`config.mk`:
```
export PLATFORM = sky130hd
export DESIGN_NAME = rgb444_bitmap_blit_unit
export DESIGN_NICKNAME = d
export VERILOG_FILES = /design/src/sv/rbb_pkg.sv /design/src/sv/rbb_front.sv /design/src/sv/rbb_queue.sv /design/src/sv/rbb_back.sv /design/src/sv/rgb444_bitmap_blit_unit.sv
export SDC_FILE = /design/constraint.sdc
export NUM_CORES = 1
export LEC_CHECK = 0
export BUFFER_PORTS_ARGS = -buffer_cell sky130_fd_sc_hd__buf_2
export CAP_MARGIN = 20
export CORE_UTILIZATION = 45
export CTS_CLUSTER_DIAMETER = 150
export CTS_CLUSTER_SIZE = 30
export DETAILED_ROUTE_END_ITERATION = 10
export PLACE_DENSITY_LB_ADDON = 0.25
export SETUP_SLACK_MARGIN = 0.02
export SLEW_MARGIN = 20
export SYNTH_ARGS = -nofsm -noshare
export SYNTH_HDL_FRONTEND = slang
export SYNTH_SLANG_ARGS = --single-unit
export TNS_END_PERCENT = 10
```
`constraint.sdc`:
```
create_clock -name clk_i -period 6.88 [get_ports clk_i]
set_input_delay 0.344 -clock clk_i [delete_from_list [all_inputs] [get_ports clk_i]]
set_output_delay 0.344 -clock clk_i [all_outputs]
set_load 0.05 [all_outputs]
```
`src/sv/rbb_pkg.sv`:
```
// ----------------------------------------------------------------------------
// rbb_pkg: shared types and constants of the RGB444 bitmap blit unit
// Holds the register map, the pixel record that travels from the front end to
// the back end, and the nibble scaling function.
// ----------------------------------------------------------------------------
package rbb_pkg;

  localparam int MAX_DIM     = 32;
  localparam int DIM_W       = 6;
  localparam int COORD_W     = 8;
  localparam int BYTE_W      = 8;
  localparam int NIB_W       = 4;
  localparam int CHAN_W      = 8;
  localparam int CFG_IDX_W   = 3;
  localparam int CFG_DATA_W  = 8;
  localparam int QUEUE_DEPTH = 2;

  typedef enum logic [1:0] {
    ACT_SET   = 2'd0,
    ACT_CLEAR = 2'd1,
    ACT_KEEP  = 2'd2
  } action_e;

  typedef enum logic [CFG_IDX_W-1:0] {
    REG_OFFSET_X      = 3'd0,
    REG_OFFSET_Y      = 3'd1,
    REG_BITMAP_WIDTH  = 3'd2,
    REG_BITMAP_HEIGHT = 3'd3,
    REG_TRANSPARENT   = 3'd4,
    REG_BRIGHTNESS    = 3'd5
  } reg_idx_e;

  // Position of a byte within a three-byte group holding two pixels.
  typedef enum logic [1:0] {
    PH_FIRST  = 2'd0,
    PH_SECOND = 2'd1,
    PH_THIRD  = 2'd2
  } phase_e;

  typedef struct packed {
    logic [COORD_W-1:0] offset_x;
    logic [COORD_W-1:0] offset_y;
    logic [DIM_W-1:0]   width;
    logic [DIM_W-1:0]   height;
    logic               transparent;
    logic [CHAN_W-1:0]  brightness;
  } cfg_t;

  typedef struct packed {
    logic [COORD_W-1:0] x;
    logic [COORD_W-1:0] y;
    logic [NIB_W-1:0]   r;
    logic [NIB_W-1:0]   g;
    logic [NIB_W-1:0]   b;
    action_e            action;
    logic               last;
  } pix_t;

  // nibble * 17 * brightness >> 8; nibble * 17 is the nibble repeated twice.
  function automatic logic [CHAN_W-1:0] scale(input logic [NIB_W-1:0] nib,
                                              input logic [CHAN_W-1:0] bright);
    logic [2*CHAN_W-1:0] prod;
    prod = {nib, nib} * bright;
    return prod[2*CHAN_W-1:CHAN_W];
  endfunction

endpackage

```
`src/sv/rbb_front.sv`:
```
// ----------------------------------------------------------------------------
// rbb_front: byte unpacker and pixel walker
// Splits each three-byte group into two pixels, tracks the column-major walk
// and classifies each pixel as set, clear or keep.
// ----------------------------------------------------------------------------
module rbb_front (
  input  logic                          clk_i,
  input  logic                          rst_ni,
  input  rbb_pkg::cfg_t                 cfg_i,
  input  logic                          accept_i,
  input  logic [rbb_pkg::BYTE_W-1:0]    byte_i,
  output logic                          pix_valid_o,
  output rbb_pkg::pix_t                 pix_o
);
  import rbb_pkg::*;

  phase_e              phase_q, phase_d;
  logic [BYTE_W-1:0]   held_first_q, held_first_d;
  logic [NIB_W-1:0]    held_low_q, held_low_d;
  logic [DIM_W-1:0]    col_q, col_d;
  logic [DIM_W-1:0]    row_q, row_d;
  logic                done_q, done_d;

  logic [DIM_W-1:0]    w, h;
  logic                dims_zero;
  logic                row_end, col_end, is_last;
  logic                emit;
  logic [NIB_W-1:0]    nib_r, nib_g, nib_b;

  assign w = (cfg_i.width  > DIM_W'(MAX_DIM)) ? DIM_W'(MAX_DIM) : cfg_i.width;
  assign h = (cfg_i.height > DIM_W'(MAX_DIM)) ? DIM_W'(MAX_DIM) : cfg_i.height;
  assign dims_zero = (w == '0) || (h == '0);

  // A counter at or past its bound counts as having reached it.
  assign row_end = ({1'b0, row_q} + (DIM_W+1)'(1)) >= {1'b0, h};
  assign col_end = ({1'b0, col_q} + (DIM_W+1)'(1)) >= {1'b0, w};
  assign is_last = row_end && col_end;

  // Output decode: which bytes form the pixel of this beat.
  always_comb begin
    emit  = 1'b0;
    nib_r = held_first_q[BYTE_W-1:NIB_W];
    nib_g = held_first_q[NIB_W-1:0];
    nib_b = byte_i[BYTE_W-1:NIB_W];
    unique case (phase_q)
      PH_SECOND: begin
        emit = 1'b1;
      end
      PH_THIRD: begin
        emit  = !done_q;
        nib_r = held_low_q;
        nib_g = byte_i[BYTE_W-1:NIB_W];
        nib_b = byte_i[NIB_W-1:0];
      end
      default: begin
        emit = 1'b0;
      end
    endcase
  end

  assign pix_valid_o = accept_i && !dims_zero && emit;

  always_comb begin
    pix_o.x    = cfg_i.offset_x + COORD_W'(col_q);
    pix_o.y    = cfg_i.offset_y + COORD_W'(row_q);
    pix_o.r    = nib_r;
    pix_o.g    = nib_g;
    pix_o.b    = nib_b;
    pix_o.last = is_last;
    if ((nib_r | nib_g | nib_b) != '0) begin
      pix_o.action = ACT_SET;
    end else if (cfg_i.transparent) begin
      pix_o.action = ACT_KEEP;
    end else begin
      pix_o.action = ACT_CLEAR;
    end
  end

  // Next state: byte phase and walk counters.
  always_comb begin
    phase_d      = phase_q;
    held_first_d = held_first_q;
    held_low_d   = held_low_q;
    col_d        = col_q;
    row_d        = row_q;
    done_d       = done_q;
    if (accept_i) begin
      if (dims_zero) begin
        phase_d      = PH_FIRST;
        held_first_d = '0;
        held_low_d   = '0;
        col_d        = '0;
        row_d        = '0;
        done_d       = 1'b0;
      end else begin
        unique case (phase_q)
          PH_SECOND: begin
            held_low_d = byte_i[NIB_W-1:0];
            phase_d    = PH_THIRD;
            done_d     = is_last;
          end
          PH_THIRD: begin
            phase_d = PH_FIRST;
            if (done_q) begin
              held_first_d = '0;
              held_low_d   = '0;
              col_d        = '0;
              row_d        = '0;
              done_d       = 1'b0;
            end
          end
          default: begin
            held_first_d = byte_i;
            phase_d      = PH_SECOND;
            done_d       = 1'b0;
          end
        endcase
        if (emit) begin
          if (is_last) begin
            row_d = '0;
            col_d = '0;
          end else if (row_end) begin
            row_d = '0;
            col_d = col_q + DIM_W'(1);
          end else begin
            row_d = row_q + DIM_W'(1);
          end
        end
      end
    end
  end

  always_ff @(posedge clk_i or negedge rst_ni) begin
    if (!rst_ni) begin
      phase_q      <= PH_FIRST;
      held_first_q <= '0;
      held_low_q   <= '0;
      col_q        <= '0;
      row_q        <= '0;
      done_q       <= 1'b0;
    end else begin
      phase_q      <= phase_d;
      held_first_q <= held_first_d;
      held_low_q   <= held_low_d;
      col_q        <= col_d;
      row_q        <= row_d;
      done_q       <= done_d;
    end
  end

endmodule

```
`src/sv/rbb_queue.sv`:
```
// ----------------------------------------------------------------------------
// rbb_queue: short pixel queue between front end and back end
// A small circular buffer of pixel records with a registered fill count.
// ----------------------------------------------------------------------------
module rbb_queue (
  input  logic          clk_i,
  input  logic          rst_ni,
  input  logic          push_i,
  input  rbb_pkg::pix_t pix_i,
  input  logic          pop_i,
  output rbb_pkg::pix_t pix_o,
  output logic          empty_o,
  output logic          full_o
);
  import rbb_pkg::*;

  localparam int PTR_W = (QUEUE_DEPTH > 1) ? $clog2(QUEUE_DEPTH) : 1;
  localparam int CNT_W = $clog2(QUEUE_DEPTH + 1);

  pix_t             mem_q [QUEUE_DEPTH];
  logic [PTR_W-1:0] wr_ptr_q, wr_ptr_d;
  logic [PTR_W-1:0] rd_ptr_q, rd_ptr_d;
  logic [CNT_W-1:0] count_q, count_d;
  logic             do_push, do_pop;

  assign empty_o = (count_q == '0);
  assign full_o  = (count_q == CNT_W'(QUEUE_DEPTH));
  assign do_push = push_i && !full_o;
  assign do_pop  = pop_i && !empty_o;
  assign pix_o   = mem_q[rd_ptr_q];

  always_comb begin
    wr_ptr_d = wr_ptr_q;
    rd_ptr_d = rd_ptr_q;
    count_d  = count_q;
    if (do_push) begin
      wr_ptr_d = (wr_ptr_q == PTR_W'(QUEUE_DEPTH - 1)) ? '0 : wr_ptr_q + PTR_W'(1);
    end
    if (do_pop) begin
      rd_ptr_d = (rd_ptr_q == PTR_W'(QUEUE_DEPTH - 1)) ? '0 : rd_ptr_q + PTR_W'(1);
    end
    if (do_push && !do_pop) begin
      count_d = count_q + CNT_W'(1);
    end else if (do_pop && !do_push) begin
      count_d = count_q - CNT_W'(1);
    end
  end

  always_ff @(posedge clk_i) begin
    if (do_push) begin
      mem_q[wr_ptr_q] <= pix_i;
    end
  end

  always_ff @(posedge clk_i or negedge rst_ni) begin
    if (!rst_ni) begin
      wr_ptr_q <= '0;
      rd_ptr_q <= '0;
      count_q  <= '0;
    end else begin
      wr_ptr_q <= wr_ptr_d;
      rd_ptr_q <= rd_ptr_d;
      count_q  <= count_d;
    end
  end

endmodule

```
`src/sv/rbb_back.sv`:
```
// ----------------------------------------------------------------------------
// rbb_back: color scaling and result register
// Scales the three nibbles by brightness and holds the finished result until
// it is popped.
// ----------------------------------------------------------------------------
module rbb_back (
  input  logic                          clk_i,
  input  logic                          rst_ni,
  input  logic                          pix_valid_i,
  input  rbb_pkg::pix_t                 pix_i,
  input  logic [rbb_pkg::CHAN_W-1:0]    brightness_i,
  output logic                          take_o,
  input  logic                          pop_i,
  output logic                          empty_o,
  output logic [rbb_pkg::COORD_W-1:0]   pixel_x_o,
  output logic [rbb_pkg::COORD_W-1:0]   pixel_y_o,
  output logic [rbb_pkg::CHAN_W-1:0]    red_o,
  output logic [rbb_pkg::CHAN_W-1:0]    green_o,
  output logic [rbb_pkg::CHAN_W-1:0]    blue_o,
  output logic [1:0]                    action_o,
  output logic                          last_o
);
  import rbb_pkg::*;

  logic              out_valid_q;
  logic [COORD_W-1:0] x_q, y_q;
  logic [CHAN_W-1:0]  red_q, green_q, blue_q;
  action_e            action_q;
  logic               last_q;

  // The result register refills in the same cycle in which it is popped.
  assign take_o = pix_valid_i && (!out_valid_q || pop_i);

  always_ff @(posedge clk_i or negedge rst_ni) begin
    if (!rst_ni) begin
      out_valid_q <= 1'b0;
    end else if (take_o) begin
      out_valid_q <= 1'b1;
    end else if (pop_i) begin
      out_valid_q <= 1'b0;
    end
  end

  // Zero pixels carry zero nibbles, so clear and keep results scale to zero.
  always_ff @(posedge clk_i) begin
    if (take_o) begin
      x_q      <= pix_i.x;
      y_q      <= pix_i.y;
      red_q    <= scale(pix_i.r, brightness_i);
      green_q  <= scale(pix_i.g, brightness_i);
      blue_q   <= scale(pix_i.b, brightness_i);
      action_q <= pix_i.action;
      last_q   <= pix_i.last;
    end
  end

  assign empty_o   = !out_valid_q;
  assign pixel_x_o = x_q;
  assign pixel_y_o = y_q;
  assign red_o     = red_q;
  assign green_o   = green_q;
  assign blue_o    = blue_q;
  assign action_o  = action_q;
  assign last_o    = last_q;

endmodule

```
`src/sv/rgb444_bitmap_blit_unit.sv`:
```
// ----------------------------------------------------------------------------
// rgb444_bitmap_blit_unit: packed RGB444 bitmap unpacker
// A byte that completes a pixel is registered in the pixel queue and then in
// the result register. Throughput: one byte per cycle while full is low; the
// pixel queue absorbs short stalls on pop.
// Reset clears the configuration registers, the walk state, the pixel queue and the result valid flag.
// ----------------------------------------------------------------------------
module rgb444_bitmap_blit_unit (
  input  logic                             clk_i,
  input  logic                             rst_ni,
  input  logic                             cfg_we_i,
  input  logic [rbb_pkg::CFG_IDX_W-1:0]    cfg_idx_i,
  input  logic [rbb_pkg::CFG_DATA_W-1:0]   cfg_data_i,
  input  logic                             push,
  output logic                             full,
  input  logic [rbb_pkg::BYTE_W-1:0]       data_byte_i,
  input  logic                             pop,
  output logic                             empty,
  output logic [rbb_pkg::COORD_W-1:0]      pixel_x_o,
  output logic [rbb_pkg::COORD_W-1:0]      pixel_y_o,
  output logic [rbb_pkg::CHAN_W-1:0]       red_o,
  output logic [rbb_pkg::CHAN_W-1:0]       green_o,
  output logic [rbb_pkg::CHAN_W-1:0]       blue_o,
  output logic [1:0]                       action_o,
  output logic                             last_o
);
  import rbb_pkg::*;

  // The block is split in two halves. The front end takes one data byte per
  // beat, pairs nibbles into pixels, runs the column-major walk and decides
  // whether each pixel sets, clears or keeps its matrix position. Every beat
  // that completes a pixel pushes one record into a short queue. The back end
  // pulls records out of that queue, scales the three color nibbles by the
  // brightness register and parks the result in an output register that the
  // consumer pops. Either side can stall without stopping the other until the
  // queue fills up.

  cfg_t cfg_q;
  logic accept;
  logic front_valid;
  pix_t front_pix;
  pix_t queue_pix;
  logic queue_empty;
  logic queue_full;
  logic back_take;

  // Configuration registers. Writes to unused indexes are dropped. Software
  // must only write them while no beat is in flight; the block does not check it.
  always_ff @(posedge clk_i or negedge rst_ni) begin
    if (!rst_ni) begin
      cfg_q <= '0;
    end else if (cfg_we_i) begin
      unique case (reg_idx_e'(cfg_idx_i))
        REG_OFFSET_X:      cfg_q.offset_x    <= cfg_data_i[COORD_W-1:0];
        REG_OFFSET_Y:      cfg_q.offset_y    <= cfg_data_i[COORD_W-1:0];
        REG_BITMAP_WIDTH:  cfg_q.width       <= cfg_data_i[DIM_W-1:0];
        REG_BITMAP_HEIGHT: cfg_q.height      <= cfg_data_i[DIM_W-1:0];
        REG_TRANSPARENT:   cfg_q.transparent <= cfg_data_i[0];
        REG_BRIGHTNESS:    cfg_q.brightness  <= cfg_data_i[CHAN_W-1:0];
        default: begin
        end
      endcase
    end
  end

  // The input side is full exactly when the pixel queue is full, so a byte
  // that yields a pixel always finds room.
  assign full   = queue_full;
  assign accept = push && !full;

  rbb_front u_front (
    .clk_i       (clk_i),
    .rst_ni      (rst_ni),
    .cfg_i       (cfg_q),
    .accept_i    (accept),
    .byte_i      (data_byte_i),
    .pix_valid_o (front_valid),
    .pix_o       (front_pix)
  );

  rbb_queue u_queue (
    .clk_i   (clk_i),
    .rst_ni  (rst_ni),
    .push_i  (front_valid),
    .pix_i   (front_pix),
    .pop_i   (back_take),
    .pix_o   (queue_pix),
    .empty_o (queue_empty),
    .full_o  (queue_full)
  );

  rbb_back u_back (
    .clk_i        (clk_i),
    .rst_ni       (rst_ni),
    .pix_valid_i  (!queue_empty),
    .pix_i        (queue_pix),
    .brightness_i (cfg_q.brightness),
    .take_o       (back_take),
    .pop_i        (pop),
    .empty_o      (empty),
    .pixel_x_o    (pixel_x_o),
    .pixel_y_o    (pixel_y_o),
    .red_o        (red_o),
    .green_o      (green_o),
    .blue_o       (blue_o),
    .action_o     (action_o),
    .last_o       (last_o)
  );

endmodule

```
==> results by group, run 1 <==
Critical path
  • Crit Reg-Reg Endpoint: u_back.blue_o[7]$_DFFE_PP_
  • Critical Path AT: 5910 ps
  • Critical path type: reg -> reg
  • Setup slack, reg-to-reg: 1160 ps
  • Worst Path Required: 7070 ps
  • R2r worst-path depth: 15
  • CP Capture Type: register
  • FF-to-FF Start: u_queue.rd_ptr_q$_DFFE_PN0P_
  • Crit start category: register
  • CP Max Fanout: 20

Timing
  • Fin. Hold Viols: 0
  • Unrepaired setup endpoints after global routing: no
  • Final-report max-slew violation count: 0
  • Setup TNS: 0 ps
  • Tightest Pin Transition: 915 ps
  • Crit path time final: 5720 ps
  • Tcrit/Tclk final: 0.831
  • Max frequency: 175 MHz
  • Slew HR: 0.390
  • Final setup violation count: 0
  • Setup ws final: 1160 ps
  • Final worst clock skew: 18.3 ps

Flow run
  • Max-cap violations: 0

Yosys
  • Async S/R FF share, synth: 0.397
  • Most frequent cell after synthesis: inv_1
  • Post-synth top area share: 0.250
  • Mapped Cells: 1075
  • Number of synthesized flops with an enable pin: 105
  • Cell taking the most area after synthesis: edfxtp_1
  • Synthesized net count: 1323
  • FF+latch count, synth: 174
  • Share of the yosys chip area belonging to registers: 0.387
  • Syn. warnings: 0
  • Syn avg cell area: 11.7 um^2
  • Syn Std Cell Area: 12600 um^2
  • Top_reg_cell synth: edfxtp_1
  • List of most frequent post-synthesis cells: inv_1, ha_1, edfxtp_1
  • Yosys cell types: 67
  • Synth area leaders: edfxtp_1, fa_1, dfrtp_1, ha_1, mux2_2

Cells and area
  • Area occupied by multi-input gates: 7020 um^2
  • FF+latch area: 4880 um^2
  • Share of post-route cells with drive strength above 1: 0.169
  • Final core occ: 0.515
  • Layout Nets: 1399
  • # fillers: 2427
  • Ant diodes: 0
  • Syn-to-layout area delta: 11.3%
  • Final instance area: 14000 um^2

Detailed routing
  • DR vias/cell: 5.09
  • Via count: 7825
  • Avg WL per Cell: 16.1 um
  • DRC viols: 0
  • DRT iter0 DRCs: 323
  • Post-detailed-routing wire length: 24800 um
  • Antenna-violating nets left: 0
  • Drt pass-1 iters: 5

CTS
  • Max clock buf depth: 2
  • Worst-path clk slew: 100 ps
  • Max H-tree Level: 4
  • Clk_lat worst skew: 450 ps
  • Num CTS Buffers: 17
  • CTS root buffer: clkbuf_16
  • Hold-fix buffers, CTS: 0
  • CTS sink count: 174
  • Post-CTS setup repair buffer count: 0
  • Cts repair resizes: 0
  • CTS tree: done

Global route
  • Initial antenna violation count: 0
  • Gr ovfl total: 0
  • First-pass GRT wire length: 41700 um
  • Largest net degree at the start of global routing: 70
  • GR Util All Layers: 0.187
  • Vias in the first global route: 8106

Die
  • Die width: 169 um
  • Initial Util: 0.463
  • Die H: 169 um
  • DIE AREA: 28700 um^2
  • Total core area: 27300 um^2
  • I/O Pins: 69
  • Row cnt: 60

Placement
  • Post-DP Area: 13400 um^2
  • Routability Congestion: 0.878
  • Port Buffers: 68
  • HPWL Detailed: 19200 um
  • Dpl ws: 1140 ps

Min path
  • Hold Path Class: in -> async

Run status
  • Outcome: finished clean
[worst max-delay path by stage]
| stage | endpoint | depth (start not counted) | startpoint | slack, ps |
|---|---|---|---|---|
| after floorplan | u_back.green_o[7]$_DFFE_PP_ | 17 | u_queue.rd_ptr_q$_DFFE_PN0P_ | 1840 |
| after global placement | u_back.green_o[7]$_DFFE_PP_ | 15 | u_queue.rd_ptr_q$_DFFE_PN0P_ | 1130 |
| after detailed placement | u_back.blue_o[7]$_DFFE_PP_ | 15 | u_queue.rd_ptr_q$_DFFE_PN0P_ | 1140 |
| after CTS | u_back.green_o[7]$_DFFE_PP_ | 15 | u_queue.rd_ptr_q$_DFFE_PN0P_ | 1110 |
| after global routing | u_back.blue_o[7]$_DFFE_PP_ | 15 | u_queue.rd_ptr_q$_DFFE_PN0P_ | 770 |
| final | u_back.blue_o[7]$_DFFE_PP_ | 15 | u_queue.rd_ptr_q$_DFFE_PN0P_ | 1160 |
[flip-flops by register name (all words and copies together), names as in the netlist]
| register | flops |
|---|---|
| u_queue.mem_q | 62 |
| cfg_q | 37 |
| u_back.blue_o | 8 |
| u_back.green_o | 8 |
| u_back.pixel_x_o | 8 |
| u_back.pixel_y_o | 8 |
| u_back.red_o | 8 |
| u_front.held_first_q | 8 |
| u_front.col_q | 6 |
| u_front.row_q | 6 |
| u_front.held_low_q | 4 |
| u_back.action_o | 2 |
| u_front.phase_q | 2 |
| u_queue.count_q | 2 |
| u_back.last_o | 1 |
| u_back.out_valid_q | 1 |
| u_front.done_q | 1 |
| u_queue.rd_ptr_q | 1 |
| u_queue.wr_ptr_q | 1 |
[logic make-up (layout without fill, tap and decap cells)]
| logic type | after synthesis | in the layout | synth area share |
|---|---|---|---|
| DFF | 174 | 174 | 0.387 |
| xor gates and xnor gates | 51 | 51 | 0.0354 |
| and+or+nand+nor | 234 | 234 | 0.101 |
| AOI/OAI and AO/OA | 132 | 132 | 0.0758 |
| muxes | 76 | 76 | 0.0680 |
| adders and majority gates | 224 | 224 | 0.276 |
| buffers and inverters | 184 | 273 | 0.0569 |
[cells in the final DEF, fill, tap and decap left out, types with 5 or more instances in the layout]
cell type,instances
o21ai_0,27
mux2_2,69
a31oi_1,6
xor2_1,15
xnor2_1,36
nand2_1,75
mux2i_1,5
and2_1,36
buf_4,7
a22o_1,13
o21bai_1,5
inv_12,8
a21oi_1,30
nor3_1,6
a21o_1,18
edfxtp_1,105
clkbuf_16,17
nor2b_1,29
buf_2,68
inv_1,163
nor2_1,19
nand2b_1,17
fa_1,91
dfrtp_1,69
ha_1,133
nand3_1,17
[per-layer routing]
metal  part of all wire  vias to the layer above  track usage
met5                  0                        -            0
met1               0.48                     3855        0.263
met3              0.027                       28       0.0226
met2               0.47                      128        0.304
li1                   -                     3814            -
met4              0.016                        0       0.0505
[per-stage QoR]
step                hold WS (ps)  std cells
floorplan                   48.4       1075
global placement             460       1503
detailed placement           471       1503
CTS                          130       1535
global route                 153       1536
finish                      77.5       1536
[cell type report]
class / count / area share
Sequential cell: 174 / 0.348
Clock inverter: 15 / 0.0157
Tap cell: 372 / 0.0332
Timing Repair Buffer: 76 / 0.0294
Clock buffer: 17 / 0.0303
Multi-Input combinational cell: 717 / 0.500
Inverter: 165 / 0.0441
[worst max-delay path: stages (launching register included)]
cell and delay (ps):
dfrtp_1 940, buf_4 400, mux2_2 430, nand2_1 110
fa_1 490, xnor2_1 160, ha_1 310, fa_1 520
fa_1 490, ha_1 320, a21o_1 160, or2_2 290
o311ai_2 340, a21oi_1 150, a21bo_2 240, xnor2_1 110
Power of run 1 is not shown: default switching activity piles up to over one toggle a cycle in this logic, so the estimate is an artifact.
==> run 2, diff against run 1 <==
- ABC_AREA: default -> 1
- clock period: 6.88 -> 4.9 ns (I/O delays scaled with it)
==> run 2 against run 1 <==
Sequential share of layout area decreased by 1.9 points. Fmax increased by 22%. Register-to-register slack got worse by 970 ps. Via count increased by 26%. Setup slack got worse by 970 ps. Global-route usage increased by 2.0 points. Synthesized cell count increased by 39%. Critical endpoint is now u_back.blue_o[6]$_DFFE_PP_.
==> results by group, run 2 <==
Critical path
  • Worst Path Required: 5100 ps
  • CP Launch Point: u_queue.rd_ptr_q$_DFFE_PN0P_
  • CP Max Fanout: 14
  • Crit start category: register
  • Slowest CP cell: fa_1
  • CP cell instances: buf_4 > or2_4 > nand2_4 > nor2_1 > inv_1 > fa_1 > inv_1 > fa_1 > fa_1 > inv_1 > fa_1 > inv_1 > ha_1 > a21oi_1 > o21ai_0 > a211oi_2 > nand2_1 > nand2_1 > nand2_1
  • CP Capture Type: register
  • Slowest stage delay, CP: 540 ps
  • Critical Path AT: 4910 ps
  • R2r worst-path depth: 19
  • Setup slack, reg-to-reg: 190 ps
  • Buf+Inv Stages, Crit Path: 5
  • End of the critical path: u_back.blue_o[6]$_DFFE_PP_
  • Crit Reg-Reg Endpoint: u_back.blue_o[6]$_DFFE_PP_
  • Instance count on the critical path: 19
  • Top delay family on crit path: adder cells
  • Critical path type: reg -> reg
  • FF-to-FF Start: u_queue.rd_ptr_q$_DFFE_PN0P_

Cells and area
  • # fillers: 2724
  • Layout Nets: 1842
  • Most frequent cells in the layout: nand2_1, inv_1, ha_1
  • Top flop regs: u_queue.mem_q (62), cfg_q (37)
  • Share of post-route cells with drive strength above 1: 0.113
  • Syn-to-layout area delta: 11.9%
  • Most common cell after layout, fill and taps aside: nand2_1
  • Ant diodes: 0
  • FF+latch area: 4880 um^2
  • Area occupied by multi-input gates: 7350 um^2
  • Top reg by flops: u_queue.mem_q
  • Number of flip-flops under the largest register name: 62

Detailed routing
  • DRT iter0 DRCs: 620
  • Drt pass-1 iters: 5
  • DRC viols: 0
  • Via count: 9828
  • DR vias/cell: 4.94
  • Avg WL per Cell: 14.6 um
  • Post-detailed-routing wire length: 29000 um
  • Antenna-violating nets left: 0

Yosys
  • Yosys cell types: 49
  • Most frequent cell after synthesis: nand2_1
  • Top_reg_cell synth: edfxtp_1
  • Cell taking the most area after synthesis: edfxtp_1
  • List of most frequent post-synthesis cells: nand2_1, inv_1, ha_1
  • Syn avg cell area: 8.88 um^2
  • FF+latch count, synth: 174
  • Synthesized net count: 1744
  • Post-synth top area share: 0.237
  • Mapped Cells: 1496
  • Number of synthesized flops with an enable pin: 105
  • Synth area leaders: edfxtp_1, fa_1, dfrtp_1, ha_1, nand2_1
  • Share of the yosys chip area belonging to registers: 0.367
  • Syn Std Cell Area: 13300 um^2
  • Syn. warnings: 0
  • Async S/R FF share, synth: 0.397

Die
  • DIE AREA: 30200 um^2
  • I/O Pins: 69
  • Total core area: 28900 um^2
  • Die H: 174 um
  • Initial Util: 0.460
  • Die width: 174 um
  • Row cnt: 62

CTS
  • Num CTS Buffers: 17
  • CTS tree: done
  • Max H-tree Level: 4
  • Clk_lat worst skew: 440 ps
  • Post-CTS setup repair buffer count: 0
  • Worst-path clk slew: 70 ps
  • Max clock buf depth: 2
  • CTS sink count: 174
  • CTS root buffer: clkbuf_16

Timing
  • Unrepaired setup endpoints after global routing: yes
  • Crit path time final: 4710 ps
  • Tcrit/Tclk final: 0.960
  • Setup TNS: 0 ps
  • Tightest Pin Transition: 900 ps
  • Max frequency: 213 MHz
  • Final worst clock skew: 19.8 ps
  • Final setup violation count: 0
  • Fin. Hold Viols: 0
  • Slew HR: 0.400
  • Final-report max-slew violation count: 0

Placement
  • Port Buffers: 68
  • HPWL Detailed: 22700 um
  • Routability Congestion: 0.920

Global route
  • Gr ovfl total: 0
  • Vias in the first global route: 9941
  • GR Util All Layers: 0.207
  • First-pass GRT wire length: 49600 um
  • Largest net degree at the start of global routing: 70
  • Initial antenna violation count: 0

Min path
  • Hold Path Class: in -> async

Run status
  • Outcome: finished clean

Flow run
  • Max-cap violations: 0
## run 2: cell type report
type | count | area share
flip-flops and latches | 174 | 0.328
inverters | 276 | 0.0706
clock buffers | 19 | 0.0298
well taps | 384 | 0.0323
repair buffers | 95 | 0.0367
multi-input cells | 1030 | 0.495
clock inverters | 13 | 0.00749
## run 2: timing repair
action / in CTS / in global routing
setup endpoints to repair: 1 / 14
pin swaps: 0 / 2
hold endpoints to repair: 1 / 0
hold buffers: 1 / 0
gates resized for setup: 1 / 20
## run 2: cell families after synthesis
logic type,synth area share
XOR/XNOR,0.0231
AND/OR/NAND/NOR,0.195
flip-flops,0.367
adder cells (fa/ha/maj),0.262
AO/OA/AOI/OAI,0.0639
multiplexers,0.00151
buffers and inverters,0.0863
## run 2: stage by stage
step / area, um^2 / worst slack [ps] / utilization / cells / hold WS [ps]
2_1_floorplan: 13300 / 282 / - / 1496 / -50.6
3_3_place_gp: 14200 / 160 / 0.493 / 1958 / 439
3_5_place_dp: 14200 / 79.3 / 0.493 / 1958 / 466
4_1_cts: 14800 / 77.9 / 0.512 / 1991 / 42.3
5_1_grt: 14900 / -26.7 / 0.515 / 1991 / 101
6_report: 14900 / 194 / 0.515 / 1991 / 3.32
## run 2: routing by layer
layer | global-route usage | wire, um
met1 | 0.284 | 13900
met2 | 0.341 | 13700
met3 | 0.0327 | 1050
met4 | 0.0541 | 435
met5 | 0 | 0
## run 2: worst reg2reg max path: stages, from the launching register on
cell and delay (ps):
dfrtp_2 430, buf_4 260, or2_4 180, nand2_4 70, nor2_1 160, inv_1 90, fa_1 540, inv_1 50
fa_1 480, fa_1 520, inv_1 50, fa_1 530, inv_1 40, ha_1 340, a21oi_1 180, o21ai_0 160
a211oi_2 230, nand2_1 80, nand2_1 60, nand2_1 40
## run 2: worst min path at each step
stage	startpoint	endpoint	slack, ps
3_3_place_gp	pop	u_back.out_valid_q$_DFFE_PN0P_	440
6_report	rst_ni	u_front.row_q[3]$_DFFE_PN0P_	3
4_1_cts	rst_ni	u_front.row_q[0]$_DFFE_PN0P_	40
5_1_grt	rst_ni	u_front.row_q[2]$_DFFE_PN0P_	100
2_1_floorplan	rst_ni	cfg_q[0]$_DFFE_PN0P_	-50
3_5_place_dp	pop	u_back.out_valid_q$_DFFE_PN0P_	470
Power of run 2 is left out for the same reason.
==> run 3, diff against run 2 <==
- ABC_AREA: 1 -> default
- BUFFER_PORTS_ARGS: -buffer_cell sky130_fd_sc_hd__buf_2 -> default
- DONT_BUFFER_PORTS: default -> 1
==> run 3 against run 2 <==
Sequential cell count is the same. Hold slack gained 56 ps. First-iteration DRC count shrank 45%. Design area shrank 1.9%. Global-route usage shrank 1.9 points. Clock skew shrank 5.3 ps. Routed wire length shrank 13%. Fmax shrank 0.64%. Register-to-register slack lost 30 ps. Critical path depth shrank 2. Largest cell class unchanged.
==> results by group, run 3 (synthesis results as in run 1) <==
CTS
  • Max clock buf depth: 2
  • Num CTS Buffers: 17
  • CTS tree: done
  • CTS root buffer: clkbuf_16
  • CTS sink count: 174
  • Max H-tree Level: 4
  • Clk_lat worst skew: 440 ps
  • Worst-path clk slew: 70 ps

Die
  • Die H: 169 um
  • Total core area: 27300 um^2
  • Initial Util: 0.463
  • I/O Pins: 69
  • DIE AREA: 28700 um^2
  • Die width: 169 um
  • Row cnt: 60

Cells and area
  • Most common cell after layout, fill and taps aside: inv_1
  • Top flop regs: u_queue.mem_q (62), cfg_q (37)
  • Ant diodes: 0
  • Most frequent cells in the layout: inv_1, ha_1, edfxtp_1
  • Syn-to-layout area delta: 15.6%
  • Final instance area: 14600 um^2
  • Share of post-route cells with drive strength above 1: 0.195
  • Number of flip-flops under the largest register name: 62
  • Top reg by flops: u_queue.mem_q
  • Layout Nets: 1395

Min path
  • Hold Path Class: in -> reg

Timing
  • Crit path time final: 4740 ps
  • Setup TNS: 0 ps
  • Tcrit/Tclk final: 0.966
  • Final-report max-slew violation count: 0
  • Fin. Hold Viols: 0
  • Tightest Pin Transition: 967 ps
  • Max frequency: 211 MHz
  • Final worst clock skew: 14.5 ps
  • Hold Slack: 59.0 ps
  • Slew HR: 0.354
  • Unrepaired setup endpoints after global routing: yes
  • Final setup violation count: 0

Detailed routing
  • DRT iter0 DRCs: 339
  • Via count: 7755
  • Drt pass-1 iters: 5
  • Post-detailed-routing wire length: 25200 um
  • DRC viols: 0
  • DR vias/cell: 5.06
  • Avg WL per Cell: 16.5 um
  • Antenna-violating nets left: 0

Flow run
  • Max-cap violations: 0

Critical path
  • Top delay family on crit path: adder cells
  • Slowest CP cell: fa_1
  • CP Capture Type: register
  • CP cell instances: buf_6 > mux2i_4 > nor2b_1 > fa_2 > fa_1 > inv_1 > fa_1 > fa_1 > inv_1 > ha_1 > nand3_1 > a211oi_4 > buf_4 > a2111oi_4 > o21bai_1 > a21oi_1 > xnor2_1
  • Crit start category: register
  • Slowest stage delay, CP: 540 ps
  • Worst Path Required: 5080 ps
  • Top cell by count, worst path: fa_1
  • Critical Path AT: 4920 ps
  • Critical path type: reg -> reg
  • Buf+Inv Stages, Crit Path: 4
  • CP Max Fanout: 5

Global route
  • First-pass GRT wire length: 41700 um
  • Initial antenna violation count: 0
  • Largest net degree at the start of global routing: 70
  • Gr ovfl total: 0
  • Vias in the first global route: 8069
  • GR Util All Layers: 0.188

Run status
  • Outcome: finished clean

Placement
  • Routability Congestion: 0.843
  • Port Buffers: 0
  • HPWL Detailed: 19200 um
  • Post-DP Area: 13400 um^2
[run 3: worst register-to-register path: stages (launching register included)]
cell and delay (ps):
dfrtp_4 510, buf_6 150, mux2i_4 230, nor2b_1 110
fa_2 430, fa_1 540, inv_1 50, fa_1 460
fa_1 540, inv_1 40, ha_1 300, nand3_1 150
a211oi_4 320, buf_4 180, a2111oi_4 50, o21bai_1 210
a21oi_1 120, xnor2_1 130
[run 3: cell type report]
class	count	area, um^2
timing repair buffer	72	626
multi-input combinational	717	7330
sequential	174	4880
clock inverter	15	235
clock buffer	17	425
fill	2362	12700
inverter	165	621
tap	372	465
[run 3: repair_timing]
action                                  4_1_cts  5_1_grt
hold endpoints to repair                    119        0
hold buffers                                 19        0
endpoints found under the setup margin       15       20
buffers inserted                              6        3
gates resized for setup                      13       53
pin swaps                                     4       37
[run 3: metrics by stage]
step,instances,utilization,setup slack (ps)
floorplan,1075,-,34.7
global placement,1472,0.491,-50.0
detailed placement,1472,0.491,-131
CTS,1529,0.526,15.2
global route,1532,0.535,-12.8
finish,1532,0.535,164
[run 3: worst paths after layout]
kind                                                     start                                  end  slack, ps  cells past startpoint
setup / recovery                  u_queue.rd_ptr_q$_DFFE_PN0P_          u_back.green_o[6]$_DFFE_PP_        160                     17
min in group asynchronous                               rst_ni                cfg_q[31]$_DFFE_PN0P_        320                      2
max in group asynchronous                               rst_ni         u_queue.rd_ptr_q$_DFFE_PN0P_       4230                      2
hold reg to reg            u_front.held_first_q[2]$_DFFE_PN0P_  u_front.held_first_q[2]$_DFFE_PN0P_        480                      2
setup reg to reg                  u_queue.rd_ptr_q$_DFFE_PN0P_          u_back.green_o[6]$_DFFE_PP_        160                     17
hold / removal                                    cfg_idx_i[2]                cfg_q[35]$_DFFE_PN0P_         60                      2
[run 3: per-layer routing]
| layer | global-route usage | vias to the layer above | part of all wire | wire, um |
|---|---|---|---|---|
| li1 | - | 3812 | - | - |
| met1 | 0.261 | 3817 | 0.48 | 12200 |
| met2 | 0.302 | 100 | 0.48 | 12000 |
| met3 | 0.0347 | 26 | 0.029 | 736 |
| met4 | 0.0517 | 0 | 0.012 | 306 |
| met5 | 0 | - | 0 | 0 |
Power of run 3 is left out for the same reason.
